`config.mk`:
```
export PLATFORM = sky130hd
export DESIGN_NAME = deque_with_indexed_removal
export DESIGN_NICKNAME = d
export VERILOG_FILES = /design/src/rtl/core/dqir_pkg.sv /design/src/rtl/core/dqir_cell.sv /design/src/rtl/core/deque_with_indexed_removal.sv
export SDC_FILE = /design/constraint.sdc
export NUM_CORES = 1
export LEC_CHECK = 0
export ABC_AREA = 1
export BUFFER_PORTS_ARGS = -buffer_cell sky130_fd_sc_hd__buf_4
export CAP_MARGIN = 10
export CORE_MARGIN = 8
export CORE_UTILIZATION = 45
export CTS_CLUSTER_DIAMETER = 30
export DETAILED_ROUTE_END_ITERATION = 16
export HOLD_SLACK_MARGIN = 0.06
export SLEW_MARGIN = 20
export SYNTH_ARGS = -nofsm -noshare
export SYNTH_HDL_FRONTEND = slang
export SYNTH_SLANG_ARGS = --single-unit
```
`constraint.sdc`:
```
create_clock -name clk -period 5.5 [get_ports clk]
set_input_delay 0.825 -clock clk [delete_from_list [all_inputs] [get_ports clk]]
set_output_delay 0.825 -clock clk [all_outputs]
set_load 0.02 [all_outputs]
```
`src/rtl/core/dqir_pkg.sv`:
```
`timescale 1ns / 1ps
// ----------------------------------------------------------------------------
// dqir_pkg: shared types and codes for the deque with indexed removal
// Operation and status codes, field widths, the entry record and the
// per-cell control record.
// ----------------------------------------------------------------------------
package dqir_pkg;

  localparam int ID_W  = 16;
  localparam int POS_W = 4;
  localparam int OCC_W = 5;
  localparam int OP_W  = 2;
  localparam int ST_W  = 2;

  localparam logic [OP_W-1:0] OP_APPEND    = 2'd0;
  localparam logic [OP_W-1:0] OP_TAKE_HEAD = 2'd1;
  localparam logic [OP_W-1:0] OP_TAKE_TAIL = 2'd2;
  localparam logic [OP_W-1:0] OP_TAKE_POS  = 2'd3;

  localparam logic [ST_W-1:0] ST_OK    = 2'd0;
  localparam logic [ST_W-1:0] ST_EMPTY = 2'd1;
  localparam logic [ST_W-1:0] ST_FULL  = 2'd2;
  localparam logic [ST_W-1:0] ST_RANGE = 2'd3;

  // tdata widths, padded to whole bytes
  localparam int IN_DATA_W  = 40;
  localparam int OUT_DATA_W = 40;

  typedef struct packed {
    logic [ID_W-1:0] client;
    logic [ID_W-1:0] cart;
  } entry_t;

  typedef struct packed {
    logic load;   // take the appended entry
    logic shift;  // take the right neighbor's entry
    logic tap;    // present own entry as the removed one
  } cell_ctrl_t;

endpackage

```
`src/rtl/core/dqir_cell.sv`:
```
`timescale 1ns / 1ps
// ----------------------------------------------------------------------------
// dqir_cell: one entry slot of the deque
// Holds one entry; loads an appended entry, takes its right neighbor's entry
// when the row closes a gap, and drives its entry onto the take bus.
// ----------------------------------------------------------------------------
module dqir_cell (
  input  logic                clk,
  input  dqir_pkg::cell_ctrl_t ctrl,
  input  dqir_pkg::entry_t    append_entry,
  input  dqir_pkg::entry_t    right_entry,
  output dqir_pkg::entry_t    cur_entry,
  output dqir_pkg::entry_t    tap_entry
);
  import dqir_pkg::*;

  entry_t entry_r;
  entry_t entry_nxt;

  always_comb begin
    priority if (ctrl.load) begin
      entry_nxt = append_entry;
    end else if (ctrl.shift) begin
      entry_nxt = right_entry;
    end else begin
      entry_nxt = entry_r;
    end
  end

  always_ff @(posedge clk) begin
    entry_r <= entry_nxt;
  end

  assign cur_entry = entry_r;
  assign tap_entry = ctrl.tap ? entry_r : '0;

endmodule

```
`src/rtl/core/deque_with_indexed_removal.sv`:
```
`timescale 1ns / 1ps
// ----------------------------------------------------------------------------
// deque_with_indexed_removal: bounded deque with removal at an index
// A row of DEPTH entry cells, head in cell 0, closing gaps by a parallel
// one-place shift toward the head.
// ----------------------------------------------------------------------------
// Usage:
//   in_*  channel: one operation per transfer (append, take head, take tail,
//         take at position). in_tdata packs op, client_id, cart_id, position.
//   out_* channel: one result per operation: status, taken entry (zero when
//         nothing is removed) and the occupancy after the operation.
//   Result: the result appears in the cycle after the input transfer, from the
//   output register.
//   Throughput: one operation per cycle while out_tready is high; every cell
//   updates in the same cycle, so the whole row shifts at once.
//   Reset: the occupancy returns to zero; the cell contents are not cleared
//   and are never read before they are written.
//   Stall: while a result waits and out_tready is low, in_tready is low and
//   the result is held; taking the result frees the block in the same cycle.
// ----------------------------------------------------------------------------
module deque_with_indexed_removal #(
  parameter int DEPTH = 16
) (
  input  logic                             clk,
  input  logic                             rst_n,
  input  logic                             in_tvalid,
  output logic                             in_tready,
  // [1:0] op, [17:2] client_id, [33:18] cart_id, [37:34] position
  input  logic [dqir_pkg::IN_DATA_W-1:0]  in_tdata,
  output logic                             out_tvalid,
  input  logic                             out_tready,
  // [1:0] status, [17:2] taken_client, [33:18] taken_cart, [38:34] occupancy
  output logic [dqir_pkg::OUT_DATA_W-1:0] out_tdata
);
  import dqir_pkg::*;

  localparam int CNT_W = $clog2(DEPTH + 1);
  localparam int CMP_W = (CNT_W > POS_W) ? CNT_W : POS_W;

  logic [CNT_W-1:0]      count_r;
  logic [CNT_W-1:0]      count_nxt;
  logic                  out_tvalid_r;
  logic [OUT_DATA_W-1:0] out_tdata_r;

  logic [OP_W-1:0]  op;
  logic [POS_W-1:0] position;
  entry_t           append_entry;

  logic             fire;
  logic             full;
  logic             empty;
  logic [ST_W-1:0]  status;
  logic             do_append;
  logic             do_remove;
  logic [CMP_W-1:0] rm_idx;
  logic [CMP_W-1:0] cnt_ext;
  entry_t           taken;

  cell_ctrl_t ctrl     [DEPTH];
  entry_t     cur_ent  [DEPTH];
  entry_t     tap_ent  [DEPTH];
  entry_t     right_ent[DEPTH];

  assign op                  = in_tdata[1:0];
  assign append_entry.client = in_tdata[17:2];
  assign append_entry.cart   = in_tdata[33:18];
  assign position            = in_tdata[37:34];

  assign in_tready = !out_tvalid_r || out_tready;
  assign fire      = in_tvalid && in_tready;
  assign full      = (count_r == CNT_W'(DEPTH));
  assign empty     = (count_r == '0);
  assign cnt_ext   = CMP_W'(count_r);

  always_comb begin
    status    = ST_OK;
    do_append = 1'b0;
    do_remove = 1'b0;
    rm_idx    = '0;
    priority if (op == OP_APPEND) begin
      if (full) begin
        status = ST_FULL;
      end else begin
        do_append = 1'b1;
      end
    end else if (empty) begin
      status = ST_EMPTY;
    end else begin
      unique case (op)
        OP_TAKE_HEAD: begin
          do_remove = 1'b1;
        end
        OP_TAKE_TAIL: begin
          do_remove = 1'b1;
          rm_idx    = CMP_W'(count_r - CNT_W'(1));
        end
        default: begin
          if (CMP_W'(position) >= cnt_ext) begin
            status = ST_RANGE;
          end else begin
            do_remove = 1'b1;
            rm_idx    = CMP_W'(position);
          end
        end
      endcase
    end
  end

  genvar g;
  generate
    for (g = 0; g < DEPTH; g++) begin : g_cell
      if (g == DEPTH - 1) begin : g_last
        assign right_ent[g] = cur_ent[g];
      end else begin : g_mid
        assign right_ent[g] = cur_ent[g+1];
      end

      assign ctrl[g].load  = fire && do_append && (CMP_W'(g) == cnt_ext);
      assign ctrl[g].shift = fire && do_remove && (CMP_W'(g) >= rm_idx);
      assign ctrl[g].tap   = do_remove && (CMP_W'(g) == rm_idx);

      dqir_cell u_cell (
        .clk          (clk),
        .ctrl         (ctrl[g]),
        .append_entry (append_entry),
        .right_entry  (right_ent[g]),
        .cur_entry    (cur_ent[g]),
        .tap_entry    (tap_ent[g])
      );
    end
  endgenerate

  // OR the single tapped cell onto the take bus
  always_comb begin
    taken = '0;
    for (int i = 0; i < DEPTH; i++) begin
      taken = taken | tap_ent[i];
    end
  end

  always_comb begin
    count_nxt = count_r;
    if (do_append) begin
      count_nxt = count_r + CNT_W'(1);
    end else if (do_remove) begin
      count_nxt = count_r - CNT_W'(1);
    end
  end

  always_ff @(posedge clk) begin
    if (!rst_n) begin
      count_r      <= '0;
      out_tvalid_r <= 1'b0;
    end else begin
      if (fire) begin
        count_r <= count_nxt;
      end
      if (fire) begin
        out_tvalid_r <= 1'b1;
      end else if (out_tready) begin
        out_tvalid_r <= 1'b0;
      end
    end
  end

  always_ff @(posedge clk) begin
    if (fire) begin
      out_tdata_r <= {1'b0, OCC_W'(count_nxt), taken.cart, taken.client, status};
    end
  end

  assign out_tvalid = out_tvalid_r;
  assign out_tdata  = out_tdata_r;

endmodule

```
==> report_table.html <==
<table>
<tr><th>Metric</th><th>Value</th></tr>
<tr><th colspan="2">Route</th></tr>
<tr><td>Vias after detailed routing</td><td>about 24000</td></tr>
<tr><td>Average routed wire per standard cell</td><td>24.63 um</td></tr>
<tr><td>Count of nets left with antenna violations after detail routing</td><td>0</td></tr>
<tr><td>Via-per-instance ratio</td><td>a little under 6</td></tr>
<tr><td>Violation count after the first detailed-routing iteration</td><td>2641</td></tr>
<tr><td>DR DRC count</td><td>0</td></tr>
<tr><td>Final routed wirelength across all metal layers</td><td>97810 um</td></tr>
<tr><td>Number of detailed-route iterations in the first pass</td><td>6</td></tr>
<tr><th colspan="2">GRT</th></tr>
<tr><td>First-pass GRT wire length</td><td>146000 um</td></tr>
<tr><td>Largest net degree at the start of global routing</td><td>129</td></tr>
<tr><td>Number of antenna violations at the first check in global routing</td><td>0</td></tr>
<tr><td>Vias in the first global route</td><td>~24000</td></tr>
<tr><td>Leftover overflow at the end of global routing</td><td>0</td></tr>
<tr><td>GRT Resource Usage Total</td><td>0.2746</td></tr>
<tr><th colspan="2">Synthesis</th></tr>
<tr><td>Cell count after synthesis</td><td>3060</td></tr>
<tr><td>Netlist area before placement</td><td>27840 um2</td></tr>
<tr><td>Share of the yosys chip area belonging to registers</td><td>0.5985</td></tr>
<tr><td>Number of storage elements in the synthesis netlist</td><td>~560</td></tr>
<tr><td>Synth Area per Inst</td><td>a little over 9 um2</td></tr>
<tr><td>Post-synthesis net count</td><td>3116</td></tr>
<tr><td>Post-synth cell types</td><td>35</td></tr>
<tr><td>Number of synthesis warnings</td><td>0</td></tr>
<tr><th colspan="2">Critical path</th></tr>
<tr><td>Kind of start point of the critical path</td><td>register</td></tr>
<tr><td>Highest-delay cell along the critical path</td><td>sky130_fd_sc_hd__dfxtp_1</td></tr>
<tr><td>CP endpoint kind</td><td>register</td></tr>
<tr><td>CP bufs+invs</td><td>5</td></tr>
<tr><td>Register-to-register setup slack</td><td>1.42 ns</td></tr>
<tr><td>Crit path arrival time</td><td>4.39 ns</td></tr>
<tr><td>Max stage delay on crit path</td><td>0.58 ns</td></tr>
<tr><td>Biggest fanout along the worst timing path</td><td>32</td></tr>
<tr><td>Critical path class</td><td>register to register</td></tr>
<tr><td>Critical path cell sequence</td><td>inv_1 &gt; ha_1 &gt; nand2_1 &gt; inv_1 &gt; nand3_1 &gt; nand3_2 &gt; nand2_4 &gt; nand3_2 &gt; nor2_4 &gt; buf_4 &gt; nand3_2 &gt; buf_4 &gt; o211ai_1 &gt; buf_4</td></tr>
<tr><td>Required arrival time at the worst endpoint</td><td>5.82 ns</td></tr>
<tr><td>Top Family by Delay on Critical Path</td><td>buffers and inverters</td></tr>
<tr><th colspan="2">Clocking</th></tr>
<tr><td>Worst-case clock buffer depth</td><td>3</td></tr>
<tr><td>Number of buffers inserted for hold repair after clock tree synthesis</td><td>0</td></tr>
<tr><td>Clock root cell</td><td>sky130_fd_sc_hd__clkbuf_16</td></tr>
<tr><td>CTS tree</td><td>built</td></tr>
<tr><td>Number of sinks driven by the clock tree</td><td>557</td></tr>
<tr><td>Insertion delay to the later sink of the worst-skew pair</td><td>about 0.70 ns</td></tr>
<tr><td>Total CTS buffers</td><td>between 100 and 150</td></tr>
<tr><td>Resized cells post-CTS</td><td>0</td></tr>
<tr><td>Depth of the CTS H-tree</td><td>3</td></tr>
<tr><td>Clock transition at the register clock pins on the worst setup and hold paths after CTS</td><td>0.05 ns</td></tr>
<tr><td># Post-CTS Setup Buffers</td><td>0</td></tr>
<tr><th colspan="2">Floorplanning</th></tr>
<tr><td>Standard-cell rows</td><td>91</td></tr>
<tr><td>Area of the core region</td><td>about 60000 um2</td></tr>
<tr><td>Die Area</td><td>approximately 70000 um2</td></tr>
<tr><td>Die boundary width</td><td>264.8 um</td></tr>
<tr><td>DIE HEIGHT</td><td>264.8 um</td></tr>
<tr><td>Top Ports</td><td>86</td></tr>
<tr><td>Initial cell density of the core</td><td>0.4529</td></tr>
<tr><th colspan="2">Timing</th></tr>
<tr><td>Final worst path period need</td><td>4.079 ns</td></tr>
<tr><td>Fin crit share</td><td>0.7417</td></tr>
<tr><td>Pins Over Slew Limit</td><td>0</td></tr>
<tr><td>Unrepaired setup endpoints after global routing</td><td>false</td></tr>
<tr><td>Worst Skew</td><td>0.03231 ns</td></tr>
<tr><td>Summed negative setup slack over all endpoints</td><td>0 ns</td></tr>
<tr><td>Final setup violation count</td><td>0</td></tr>
<tr><td>Least-Margin Pin Slew</td><td>1.153 ns</td></tr>
<tr><td>Count of endpoints failing hold in the final timing report</td><td>0</td></tr>
<tr><td>Worst rel slew slack</td><td>0.2288</td></tr>
<tr><td>Max Clock Freq</td><td>0.2451 GHz</td></tr>
<tr><th colspan="2">Hold path</th></tr>
<tr><td>Min-Delay Path Class</td><td>primary input to register</td></tr>
<tr><th colspan="2">Run status</th></tr>
<tr><td>Result of the run</td><td>finished clean</td></tr>
<tr><th colspan="2">Place</th></tr>
<tr><td>DPL Wire Length</td><td>57950 um</td></tr>
<tr><td>Gp weighted congestion</td><td>0.8786</td></tr>
<tr><td>Quantity of I/O buffers inserted on ports</td><td>82</td></tr>
<tr><th colspan="2">Cells and area</th></tr>
<tr><td>Ant diodes</td><td>0</td></tr>
<tr><td>Filler Cell Count</td><td>5508</td></tr>
<tr><td>Nets@finish</td><td>3135</td></tr>
<tr><td>Area growth syn-to-layout</td><td>19.07%</td></tr>
<tr><td>Most common cell after layout, fill and taps aside</td><td>sky130_fd_sc_hd__nand2_1</td></tr>
<tr><td>Fraction of final layout cells with drive strength greater than 1</td><td>0.1188</td></tr>
<tr><td>Final design utilization</td><td>0.5392</td></tr>
<tr><td>Commonest non-fill, non-tap cells in the layout</td><td>sky130_fd_sc_hd__nand2_1 (761), sky130_fd_sc_hd__edfxtp_1 (551), sky130_fd_sc_hd__o21ai_0 (492)</td></tr>
<tr><th colspan="2">Power and ir drop</th></tr>
<tr><td>Static leakage</td><td>13.88 nW</td></tr>
<tr><td>Power Density</td><td>433.7 nW/um2</td></tr>
<tr><td>Peak ir drop on the vdd network</td><td>~0.37 mV</td></tr>
<tr><th colspan="2">Job</th></tr>
<tr><td>Maxcap violations</td><td>0</td></tr>
</table>
==> state kept, by name, indices dropped and copies added, names as in the netlist <==
signal and count:
out_tdata 39, g_cell.u_cell.cur_entry 512, out_tvalid 1, cnt_ext 5
==> cell usage after synthesis <==
library cell	number	area share
sky130_fd_sc_hd__nand2_1	777	0.10
sky130_fd_sc_hd__edfxtp_1	551	0.59
sky130_fd_sc_hd__o21ai_0	497	0.089
sky130_fd_sc_hd__nand3_1	324	0.058
sky130_fd_sc_hd__nor2_1	235	0.032
sky130_fd_sc_hd__inv_1	224	0.030
sky130_fd_sc_hd__clkbuf_1	145	0.020
sky130_fd_sc_hd__nand4_1	129	0.029
sky130_fd_sc_hd__buf_2	72	0.013
sky130_fd_sc_hd__buf_1	14	0.0019
sky130_fd_sc_hd__ha_1	12	0.0054
sky130_fd_sc_hd__a21oi_1	10	0.0018
sky130_fd_sc_hd__buf_4	9	0.0024
sky130_fd_sc_hd__nor3_1	9	0.0016
sky130_fd_sc_hd__dfxtp_1	6	0.0043
sky130_fd_sc_hd__inv_2	6	0.00081
sky130_fd_sc_hd__nor2_2	5	0.0011
sky130_fd_sc_hd__o211ai_1	5	0.0013
sky130_fd_sc_hd__nand2_2	4	0.00090
sky130_fd_sc_hd__nand3_2	4	0.0014
sky130_fd_sc_hd__nor2_4	4	0.0016
sky130_fd_sc_hd__o22ai_1	3	0.00067
sky130_fd_sc_hd__and2_1	2	0.00045
sky130_fd_sc_hd__xor2_1	2	0.00063
sky130_fd_sc_hd__a211oi_1	1	0.00027
sky130_fd_sc_hd__buf_6	1	0.00040
sky130_fd_sc_hd__conb_1	1	0.00013
sky130_fd_sc_hd__nand2_4	1	0.00040
sky130_fd_sc_hd__nand3_4	1	0.00063
sky130_fd_sc_hd__nor3b_1	1	0.00027
sky130_fd_sc_hd__o2111ai_1	1	0.00031
sky130_fd_sc_hd__o21a_1	1	0.00027
sky130_fd_sc_hd__o22ai_2	1	0.00045
sky130_fd_sc_hd__or2_1	1	0.00022
sky130_fd_sc_hd__xnor2_1	1	0.00031
==> where the power goes <==
part | leakage [nW] | internal, W | switching [W]
clock network | 1.97 | 0.00481 | 0.00242
logic | 6.76 | 0.000421 | 0.00132
registers | 5.14 | 0.00521 | 0.000204
total | 13.9 | 0.0104 | 0.00394
==> logic make-up (layout without fill, tap and decap cells) <==
group | after synthesis | in the layout | synth area share
simple gates | 1497 | 1497 | 0.2323
flops | 557 | 557 | 0.5985
compound gates | 519 | 519 | 0.09446
buf+inv | 471 | 592 | 0.06821
fa+ha+maj | 12 | 12 | 0.005392
xor+xnor | 3 | 3 | 0.0009438
other cells | 1 | 1 | 0.0001347
==> metrics by stage <==
step / power, W / setup slack [ns] / cell area, um2 / std cells / hold WS [ns]
final: 0.01438 / 1.421 / 33150 / 3971 / 0.3079
after global routing: 0.01480 / 1.231 / 33150 / 3971 / 0.2907
after CTS: 0.01440 / 1.502 / 33150 / 3971 / 0.2848
after detailed placement: 0.007183 / 1.093 / 29060 / 3746 / 0.5131
after global placement: 0.007145 / 1.021 / 28980 / 3743 / 0.5047
after floorplan: 0.006402 / 0.4019 / 27840 / 3060 / 0.5247
==> routing by layer <==
layer | wire, um | share of wire | vias to the layer above | GRT usage
li1 | - | - | 10580 | -
met3 | 8708 | 0.089 | 370 | 0.05291
met5 | 0 | 0 | - | 0
met4 | 7958 | 0.081 | 0 | 0.2044
met1 | 34760 | 0.36 | 11290 | 0.3140
met2 | 46390 | 0.47 | 1384 | 0.4569
==> final timing paths <==
path | endpoint | depth (start not counted) | from
worst min register to register | out_tvalid | 2 | out_tvalid
worst min-delay path | g_cell[15].u_cell.cur_entry[3] | 1 | in_tdata[21]
worst max-delay path | g_cell[8].u_cell.cur_entry[1] | 14 | cnt_ext[2]
worst max register to register | g_cell[8].u_cell.cur_entry[1] | 14 | cnt_ext[2]
==> cell type report <==
cell class / instances / area [um2] / area share
timing repair buffer: 137 / 1106 / 0.03336
clock buffer: 140 / 3099 / 0.09348
tap: 790 / 988.4 / 0.02981
sequential: 557 / 16670 / 0.5027
multi-input combinational: 2032 / 9433 / 0.2845
clock inverter: 85 / 998.5 / 0.03012
inverter: 230 / 863.3 / 0.02604
No activity file was read; power rests on OpenSTA's default activity.
